`config.mk`:
```
export PLATFORM = sky130hd
export DESIGN_NAME = depq_cell
export DESIGN_NICKNAME = d
export VERILOG_FILES = /design/src/rtl/core/depq_pkg.sv /design/src/rtl/core/depq_cell.sv
export SDC_FILE = /design/constraint.sdc
export NUM_CORES = 1
export LEC_CHECK = 0
export BUFFER_PORTS_ARGS = -buffer_cell sky130_fd_sc_hd__buf_2
export CORE_MARGIN = 2
export CORE_UTILIZATION = 43
export DETAILED_ROUTE_END_ITERATION = 8
export PLACE_DENSITY = 0.78
export SYNTH_ARGS = -nofsm -noshare
export SYNTH_HDL_FRONTEND = slang
export SYNTH_SLANG_ARGS = --single-unit
```
`constraint.sdc`:
```
create_clock -name clk -period 2.9 [get_ports clk]
set_input_delay 0 -clock clk [delete_from_list [all_inputs] [get_ports clk]]
set_output_delay 0 -clock clk [all_outputs]
set_load 0.01 [all_outputs]
```
`src/rtl/core/depq_pkg.sv`:
```
package depq_pkg;

    localparam int CAPACITY = 64;
    localparam int DATA_W = 32;
    localparam int CNT_W = $clog2(CAPACITY + 1);
    localparam int OUT_CNT_W = 7;

    typedef enum logic [1:0] {
        OP_INSERT  = 2'd0,
        OP_DEL_MIN = 2'd1,
        OP_DEL_MAX = 2'd2,
        OP_NOP     = 2'd3
    } op_t;

    typedef struct packed {
        logic                     insert;
        logic                     shift_down;
        logic signed [DATA_W-1:0] value;
    } cell_cmd_t;

endpackage

```
`src/rtl/core/depq_cell.sv`:
```
module depq_cell
    import depq_pkg::*;
(
    input  logic                     clk,
    input  cell_cmd_t                cmd,
    input  logic                     occupied,
    input  logic                     left_after,
    input  logic signed [DATA_W-1:0] left_val,
    input  logic signed [DATA_W-1:0] right_val,
    output logic                     after,
    output logic signed [DATA_W-1:0] val
);

    logic signed [DATA_W-1:0] val_reg;
    logic signed [DATA_W-1:0] val_next;

    // The cell is at or past the insertion point when it is empty or holds a larger value.
    assign after = !occupied || (cmd.value < val_reg);
    assign val = val_reg;

    always_comb
    begin
        val_next = val_reg;
        if (cmd.insert && after)
        begin
            val_next = left_after ? left_val : cmd.value;
        end
        else if (cmd.shift_down)
        begin
            val_next = right_val;
        end
    end

    always_ff @(posedge clk)
    begin
        val_reg <= val_next;
    end

endmodule

```
# == Word-level counts from Yosys, hierarchy flattened ==
# Index checks and enable logic that the tools add are counted.
# totals
register_bits,32
word_cells,9
# op_classes
magnitude_cmp,1
n_mux,3
n_reduce_logical,4
# op_table
operator,count
$mux 32,3
$lt 32x32->1,1
$reduce_bool 2->1,1
$logic_and 1x1->1,1
$logic_not 1->1,1
$logic_or 1x1->1,1

# == Longest topological paths before layout ==
# Gate-level depths: netlist (run 1).
# logic_depth
word_depth,4
depth_mapped,9

# == Worst setup path before layout (run 1) ==
# Ideal clock, no wire load.
# synth_timing
kind,reg-to-reg
from,register val_reg[31] (netlist: val[31])
to,register val_reg[0] (netlist: val[0]) (enable)
setup_ns,0.375
arrival_time_ns,2.459
required_time_ns,2.525
setup_slack_ns,0.066
path_stages_with_launch,10
path_buffers,1
synth_period_minus_slack_ns,2.834
path_cell_list,edfxtp_1 > inv_1 > ha_1 > nand4_1 > nor4_2 > a221oi_2 > a211o_1 > o221ai_4 > buf_12 > or2_2
# synth_between
elab_chain_cells,4
# synth_lines
item,line_no,source
start: declaration,depq_cell.sv:14,logic signed [DATA_W-1:0] val_reg;
start signal: assignment,depq_cell.sv:36,val_reg <= val_next;
$lt 32x32->1,depq_cell.sv:18,assign after = !occupied || (cmd.value < val_reg);
$logic_or 1x1->1,depq_cell.sv:18,
$logic_and 1x1->1,depq_cell.sv:24,if (cmd.insert && after)
$reduce_bool 2->1 (no line),--,
# No other way between the ends.
# A chain may end at the register's enable or synchronous reset.

# == Final worst setup path (run 1) ==
# layout_timing
from,register val_reg[17] (netlist: val[17])
to,"register val_reg[0] (netlist: val[0]), data pin"
# layout_between
elab_chain_cells,4
# layout_lines
item,line_no,source
$lt 32x32->1,depq_cell.sv:18,
$logic_or 1x1->1,depq_cell.sv:18,
$logic_and 1x1->1,depq_cell.sv:24,
$mux 32,depq_cell.sv:24,
named net val_next[0],depq_cell.sv:15,logic signed [DATA_W-1:0] val_next;
# The timed path passes the listed nets, and every way through them passes these cells.

==> flow_summary.yaml, run 1 <==
timing:
  finalCritPeriodShare_pct: 92.6
  worst_slack_ns: 0.215
  slew_violations: 0
  rsz0062_at_grt: "no"
  layout_min_cycle_time_ns: 2.68
  fin_skew_ns: 0.00836
  timing.fmax_ghz: 0.372
  setup_viol: 0
  slew_headroom_pct: 47.7
  hold_viol: 0
  worstMarginPinSlew_ns: 0.784
  fin_hold_ws_ns: 0.0115
  fin_tns_setup_ns: 0
placement:
  io_buffers: 133
  dpl.hpwl_um: 5280
  post_dp_cell_area_sq_um: 3530
  routabilityCongestion: 0.798
  preCtsSetupSlack_ns: 0.154
  placed_cells: 431
clock_tree:
  cts.sinks: 32
  clockBufferDepth: 2
  cts_tree: "yes"
  cts_root_buf: "clkbuf_8"
  htreeDepth: 2
  worst_skew_pair.late_latency_ns: 0.28
  clk_pin_slew_ns: 0.07
  cts_setup_buffers: 0
  ctsHoldBuffers: 0
  numCtsBuffers: 5
  postCtsResizedCells: 0
yosys:
  synth_fp_nets: 355
  synth_cell_types: 33
  yosys-top-cells-area: "edfxtp_1 35%, mux2_4 16%, mux2_2 14%, ha_1 14%, inv_1 4.9%"
  ys_ff_latch: 32
  syn_avg_cell_area_sq_um: 12.5
  syn_area_sq_um: 2780
  ys_warn_count: 0
  synth_top_area_share_pct: 34.6
  seq_area_frac_synth_pct: 34.6
  synth_top_cell_by_area: "edfxtp_1"
  synth_async_sr_flop_share_pct: 0
  synth_edf_count: 32
  synth_cells: 223
  ys.flop_type: "edfxtp_1"
finish:
  fin_nets: 493
  syn2layout_area_growth_pct: 31.3
  drive_gt1_share_pct: 59.9
  final_core_util_pct: 57.7
  fin_area_sq_um: 3650
  fin_cells: 439
  num_antenna_cells: 0
  num-fill-cells: 542
  final_common_cell: "buf_2"
  layout.cells.most_common_list: "133 x buf_2, 36 x inv_1, 35 x mux2_2"
  largest_register_ffs: 32
floorplan:
  die_h_um: 84.4
  core-area_sq_um: 6310
  io_pins: 134
  rows: 29
  die-area_sq_um: 7120
  initial_core_util_pct: 44.0
  die_w_um: 84.4
detailed_routing:
  first_iter_violations: 47
  via_per_inst: 5.00
  vias: 2194
  routedWlPerCell_um: 14.7
  ant_nets: 0
  drt_first_pass_iters: 4
  post-route-drc-count: 0
  routed_wl_um: 6440
power_and_ir_drop:
  max-vdd-ir-drop_v: 0.000244
  total_power_mw: 1.78
  leakage_nw: 1.85
  p_per_area_nw_per_um2: 487
worst_setup_path:
  end_kind: "register"
  crit_slowest_cell: "a221oi_2"
  cp-start-kind: "register"
  worstSetupPathType: "register to register"
  reg2reg_from: "val[17]$_DFFE_PP_"
  cpPeakStageDelay_ns: 0.43
  arrival_ns: 2.72
  crit_start: "val[17]$_DFFE_PP_"
  required_ns: 2.94
  path_max_fanout: 13
  worstPathCellList: "inv_1 > ha_1 > a21oi_1 > o21ai_0 > a221oi_2 > nand4bb_2 > o221ai_4 > buf_12 > mux2_2"
grt:
  antenna_found_initial: 0
  grt_max_degree: 33
  grt_usage_pct: 18.4
  overflow: 0
  grt_pass1_vias: 2251
  grt_first_pass_wirelength_um: 10400
hold_path:
  hold_class: "primary input to register"
  holdCritStartpoint: "right_val[27]"
run:
  maxCapViolCount: 0
outcome:
  outcome: "finished clean"
[layout make-up]
type / count / area, sq um / share of cell area [%]
flip-flops and latches: 32 / 961 / 26.4
clock buffers: 5 / 68.8 / 1.89
repair buffers: 138 / 732 / 20.1
inverters: 36 / 135 / 3.71
multi-input cells: 148 / 1620 / 44.3
clock inverters: 3 / 37.5 / 1.03
well taps: 77 / 96.3 / 2.64
[cells in the mapped netlist, types with 2 or more instances]
cell,count
o21ai_0,4
ha_1,31
nor2_1,2
mux2_2,35
mux2_4,29
edfxtp_1,32
inv_1,36
a21o_1,2
a21oi_1,11
buf_12,3
nand2_1,10
nand4_1,4
clkbuf_1,4
[cells by family after synthesis]
kind of cell | share of synthesized area (%)
AND/OR/NAND/NOR | 5.36
multiplexers | 29.9
adder cells (fa/ha/maj) | 14.0
AO/OA/AOI/OAI | 8.65
buffers and inverters | 7.57
flip-flops | 34.6
[layer usage]
| metal | track usage, % | wire length [um] |
|---|---|---|
| met5 | 0 | 0 |
| met4 | 6.06 | 112 |
| met3 | 3.93 | 370 |
| met2 | 33.9 | 3360 |
| met1 | 21.2 | 2590 |
[report_power, final]
part	switching, mW	internal [mW]	total [mW]
Combinational	0.339	0.375	0.713
Clock	0.163	0.250	0.413
Sequential	0.0357	0.613	0.649
[worst max-delay path, delay by kind of cell (launching register included)]
| family | cells | cell delay, ns |
|---|---|---|
| compound gates | 4 | 1.01 |
| fa+ha+maj | 1 | 0.23 |
| buf+inv | 2 | 0.28 |
| flops | 1 | 0.39 |
| mux | 1 | 0.34 |
| simple gates | 1 | 0.18 |
[final timing paths]
kind / endpoint / slack, ns / cells after the start
worst max register to register: val[0]$_DFFE_PP_ / 0.22 / 9
worst min-delay path: val[27]$_DFFE_PP_ / 0.01 / 2
worst max-delay path: val[0]$_DFFE_PP_ / 0.22 / 9
worst min register to register: val[5]$_DFFE_PP_ / 1.42 / 7
Power figures use the tool's default switching activity.
==> run 2: changes to the inputs <==
- CORE_MARGIN: 2 -> not set
==> flow_summary.yaml, run 2 (synthesized netlist as in run 1, its figures left out) <==
worst_setup_path:
  cpPeakStageDelay_ns: 0.39
  arrival_ns: 2.82
  required_ns: 2.93
  path_max_fanout: 17
  end_kind: "register"
  worstPathCellList: "inv_1 > ha_1 > nand4_1 > nor4_2 > a221oi_2 > a211o_1 > o221ai_4 > buf_4 > mux2_4"
  crit_slowest_cell: "nor4_2"
  cp-start-kind: "register"
  cp_top_family: "compound AO/OA/AOI/OAI gates"
  worstSetupPathType: "register to register"
  path_buf_inv: 2
placement:
  post_dp_cell_area_sq_um: 3480
  routabilityCongestion: 0.770
  io_buffers: 133
  dpl.hpwl_um: 5170
  preCtsSetupSlack_ns: 0.0161
floorplan:
  rows: 28
  die_w_um: 82.4
  core-area_sq_um: 6060
  io_pins: 134
  die_h_um: 82.4
  die-area_sq_um: 6780
  initial_core_util_pct: 45.8
detailed_routing:
  routedWlPerCell_um: 14.6
  ant_nets: 0
  routed_wl_um: 6360
  post-route-drc-count: 0
  via_per_inst: 4.96
  vias: 2159
  drt_first_pass_iters: 4
  first_iter_violations: 39
finish:
  num_antenna_cells: 0
  fin_area_sq_um: 3570
  largest_register_ffs: 32
  final_common_cell: "buf_2"
  layout.cells.most_common_list: "133 x buf_2, 36 x inv_1, 35 x mux2_2"
  num-fill-cells: 530
  multiInputGateArea_sq_um: 1610
  fin_nets: 491
  drive_gt1_share_pct: 59.4
  syn2layout_area_growth_pct: 28.4
  regArea_sq_um: 961
timing:
  rsz0062_at_grt: "yes"
  fin_skew_ns: 0.00456
  setup_viol: 0
  worstMarginPinSlew_ns: 0.758
  layout_min_cycle_time_ns: 2.79
  hold_viol: 0
  worst_slack_ns: 0.111
  fin_hold_ws_ns: 0.0171
  finalCritPeriodShare_pct: 96.2
  slew_violations: 0
  timing.fmax_ghz: 0.359
  slew_headroom_pct: 49.5
clock_tree:
  cts.sinks: 32
  numCtsBuffers: 5
  postCtsResizedCells: 0
  cts_root_buf: "clkbuf_8"
  worst_skew_pair.late_latency_ns: 0.28
  clk_pin_slew_ns: 0.06
  cts_setup_buffers: 0
  htreeDepth: 2
  cts_tree: "yes"
  clockBufferDepth: 2
  ctsHoldBuffers: 0
grt:
  antenna_found_initial: 0
  grt_max_degree: 33
  overflow: 0
  grt_pass1_vias: 2101
  grt_usage_pct: 19.1
  grt_first_pass_wirelength_um: 9630
power_and_ir_drop:
  leakage_nw: 1.81
  p_per_area_nw_per_um2: 466
  max-vdd-ir-drop_v: 0.000198
outcome:
  outcome: "finished clean"
run:
  maxCapViolCount: 0
hold_path:
  hold_class: "primary input to register"
## run 2: per-stage QoR
stage	TNS [ns]	power [mW]	util [%]	cells
global placement	0	1.33	57.5	427
detailed placement	0	1.36	57.5	427
CTS	0	1.68	58.8	435
finish	0	1.66	58.9	435
floorplan	0	1.14	-	223
global route	-0.510	1.79	58.9	435
## run 2: final timing paths
check                                       start           endpoint  slack, ns  cells past startpoint
worst min-delay path                 right_val[2]   val[2]$_DFFE_PP_       0.02                      2
worst min register to register  val[31]$_DFFE_PP_   val[2]$_DFFE_PP_       1.42                      7
worst max-delay path            val[29]$_DFFE_PP_  val[12]$_DFFE_PP_       0.11                      9
worst max register to register  val[29]$_DFFE_PP_  val[12]$_DFFE_PP_       0.11                      9
## run 2: final cells by class
class	instances	share of cell area, %
Multi-Input combinational cell	148	45.1
Sequential cell	32	26.9
Timing Repair Buffer	136	19.3
Inverter	36	3.79
Tap cell	75	2.63
Clock buffer	7	2.14
Clock inverter	1	0.105
## run 2: report_power, final
part | internal (mW) | switching (mW) | total (mW)
combinational | 0.359 | 0.332 | 0.691
sequential | 0.614 | 0.0376 | 0.652
clock | 0.167 | 0.154 | 0.321
total | 1.14 | 0.524 | 1.66
## run 2: metal layers
| metal | part of all wire, % | routed length (um) | GRT usage [%] | vias to the layer above |
|---|---|---|---|---|
| met5 | 0 | 0 | 0 | - |
| met4 | 1.5 | 97 | 6.84 | 0 |
| met3 | 4.8 | 304 | 4.07 | 7 |
| met2 | 51 | 3220 | 33.0 | 64 |
| met1 | 43 | 2730 | 23.3 | 996 |
| li1 | - | - | - | 1092 |
==> run 3: changes to the inputs <==
- BUFFER_PORTS_ARGS: -buffer_cell sky130_fd_sc_hd__buf_2 -> not set
- CORE_UTILIZATION: 43 -> 45
- CTS_CLUSTER_DIAMETER: not set -> 40
- DONT_BUFFER_PORTS: not set -> 1
- PLACE_DENSITY: 0.78 -> not set
==> flow_summary.yaml, run 3 (synthesized netlist as in run 1, its figures left out) <==
timing:
  timing.fmax_ghz: 0.369
  fin_tns_setup_ns: 0
  worstMarginPinSlew_ns: 0.678
  rsz0062_at_grt: "no"
  layout_min_cycle_time_ns: 2.71
  hold_viol: 0
  slew_violations: 0
  finalCritPeriodShare_pct: 93.5
  setup_viol: 0
  slew_headroom_pct: 54.7
  fin_skew_ns: 0.00890
detailed_routing:
  vias: 1870
  ant_nets: 0
  routedWlPerCell_um: 17.2
  via_per_inst: 5.33
  post-route-drc-count: 0
  drt_first_pass_iters: 4
  routed_wl_um: 6030
  first_iter_violations: 33
finish:
  num_antenna_cells: 0
  fin_cells: 351
  drive_gt1_share_pct: 35.5
  largest_register_ffs: 32
  layout.cells.most_common_list: "36 x inv_1, 35 x mux2_2, 32 x dlygate4sd3_1, 32 x edfxtp_1, 31 x ha_1"
  syn2layout_area_growth_pct: 21.7
  fin_nets: 407
  final_common_cell: "inv_1"
placement:
  io_buffers: 0
  routabilityCongestion: 0.732
  placed_cells: 311
  dpl.hpwl_um: 4630
worst_setup_path:
  r2r_end: "val[21]$_DFFE_PP_"
  end_kind: "register"
  worstPathCellList: "inv_1 > ha_1 > nand4_1 > a2111oi_1 > o31a_4 > o221ai_4 > or2_2 > buf_4"
  reg2regPathDepth: 8
  path_max_fanout: 10
  reg2reg_from: "val[10]$_DFFE_PP_"
  cp_top_family: "compound AO/OA/AOI/OAI gates"
  arrival_ns: 2.75
  crit_slowest_cell: "a2111oi_1"
  worstSetupPathType: "register to register"
  cpPeakStageDelay_ns: 0.64
  required_ns: 2.94
  r2r_slack_ns: 0.19
  cp-start-kind: "register"
  path_buf_inv: 2
hold_path:
  holdCritStartpoint: "cmd[3]"
  holdPathStages: 2
  hold_end: "val[3]$_DFFE_PP_"
  hold_class: "primary input to register"
run:
  maxCapViolCount: 0
clock_tree:
  worst_skew_pair.late_latency_ns: 0.29
  cts_tree: "yes"
  numCtsBuffers: 5
  cts.sinks: 32
  cts_root_buf: "clkbuf_8"
  clk_pin_slew_ns: 0.07
  clockBufferDepth: 2
  htreeDepth: 2
grt:
  grt_usage_pct: 19.0
  grt_pass1_vias: 1897
  grt_max_degree: 33
  grt_first_pass_wirelength_um: 9090
  antenna_found_initial: 1
  overflow: 0
floorplan:
  die_w_um: 80.6
  io_pins: 134
  initial_core_util_pct: 46.9
  die_h_um: 80.6
  rows: 28
  die-area_sq_um: 6490
  core-area_sq_um: 5920
power_and_ir_drop:
  max-vdd-ir-drop_v: 0.000220
  p_per_area_nw_per_um2: 481
  leakage_nw: 1.52
  total_power_mw: 1.63
outcome:
  outcome: "finished clean"
## run 3: cell count changes in the layout (fill, tap and decap cells not counted)
cell           before  now
buf_2             133    0
dlygate4sd3_1       0   32
buf_4               3   18
buf_12              0    2
nor4_2              1    0
nor4_4              0    1
o21ai_0             4    3
o21ai_1             0    1
or2_2               0    1
or2_4               1    0
## run 3: timing repair
item                                    in CTS  in global routing
gates resized for setup                      0                  2
setup buffers                                0                  0
hold buffers                                32                  0
endpoints found under the hold margin       32                  0
endpoints found under the setup margin       0                  3
## run 3: worst register-to-register path: cells and delay by family, from the launching register on
| kind | cells | cell delay, ns |
|---|---|---|
| AOI/OAI and AO/OA | 3 | 1.02 |
| buffers and inverters | 2 | 0.27 |
| adders and majority gates | 1 | 0.29 |
| and+or+nand+nor | 2 | 0.49 |
| DFF | 1 | 0.40 |
## run 3: stage by stage
| step | instance area, sq um | hold slack [ns] | utilization [%] | worst slack, ns |
|---|---|---|---|---|
| 3_5_place_dp | 2970 | 0.220 | 50.2 | 0.187 |
| 4_1_cts | 3370 | 0.0430 | 57.0 | 0.164 |
| 2_1_floorplan | 2780 | 0.135 | - | 0.0665 |
| 5_1_grt | 3380 | 0.0533 | 57.1 | 0.0453 |
| 3_3_place_gp | 2970 | 0.218 | 50.2 | 0.227 |
| 6_report | 3380 | 0.0583 | 57.1 | 0.188 |
## run 3: power by group
part           internal (mW)  leakage, nW  switching (mW)
Sequential             0.615        0.323          0.0652
Clock                  0.167       0.0399           0.165
Combinational          0.345         1.16           0.268
Total                   1.13         1.52           0.498
## run 3: cell type report
class	count	area [sq um]
fill	504	2540
multi-input combinational	148	1620
sequential	32	961
timing repair buffer	52	495
inverter	36	135
tap	75	93.8
clock buffer	7	76.3
clock inverter	1	3.75
## run 3: per-layer routing
| metal | wire length [um] | vias to the layer above | GRT usage (%) |
|---|---|---|---|
| li1 | - | 927 | - |
| met4 | 100 | 2 | 7.32 |
| met5 | 16 | - | 0 |
| met2 | 2910 | 83 | 32.0 |
| met1 | 2580 | 848 | 22.2 |
| met3 | 427 | 10 | 5.91 |
## run 3: how the worst max path moves through the flow
stage | startpoint | end | slack (ns) | cells past startpoint
after floorplan | val[31]$_DFFE_PP_ | val[0]$_DFFE_PP_ | 0.07 | 9
after global placement | val[9]$_DFFE_PP_ | val[24]$_DFFE_PP_ | 0.23 | 8
after detailed placement | val[10]$_DFFE_PP_ | val[24]$_DFFE_PP_ | 0.19 | 8
after CTS | val[10]$_DFFE_PP_ | val[21]$_DFFE_PP_ | 0.16 | 8
after global routing | val[27]$_DFFE_PP_ | val[1]$_DFFE_PP_ | 0.05 | 9
final | val[10]$_DFFE_PP_ | val[21]$_DFFE_PP_ | 0.19 | 8
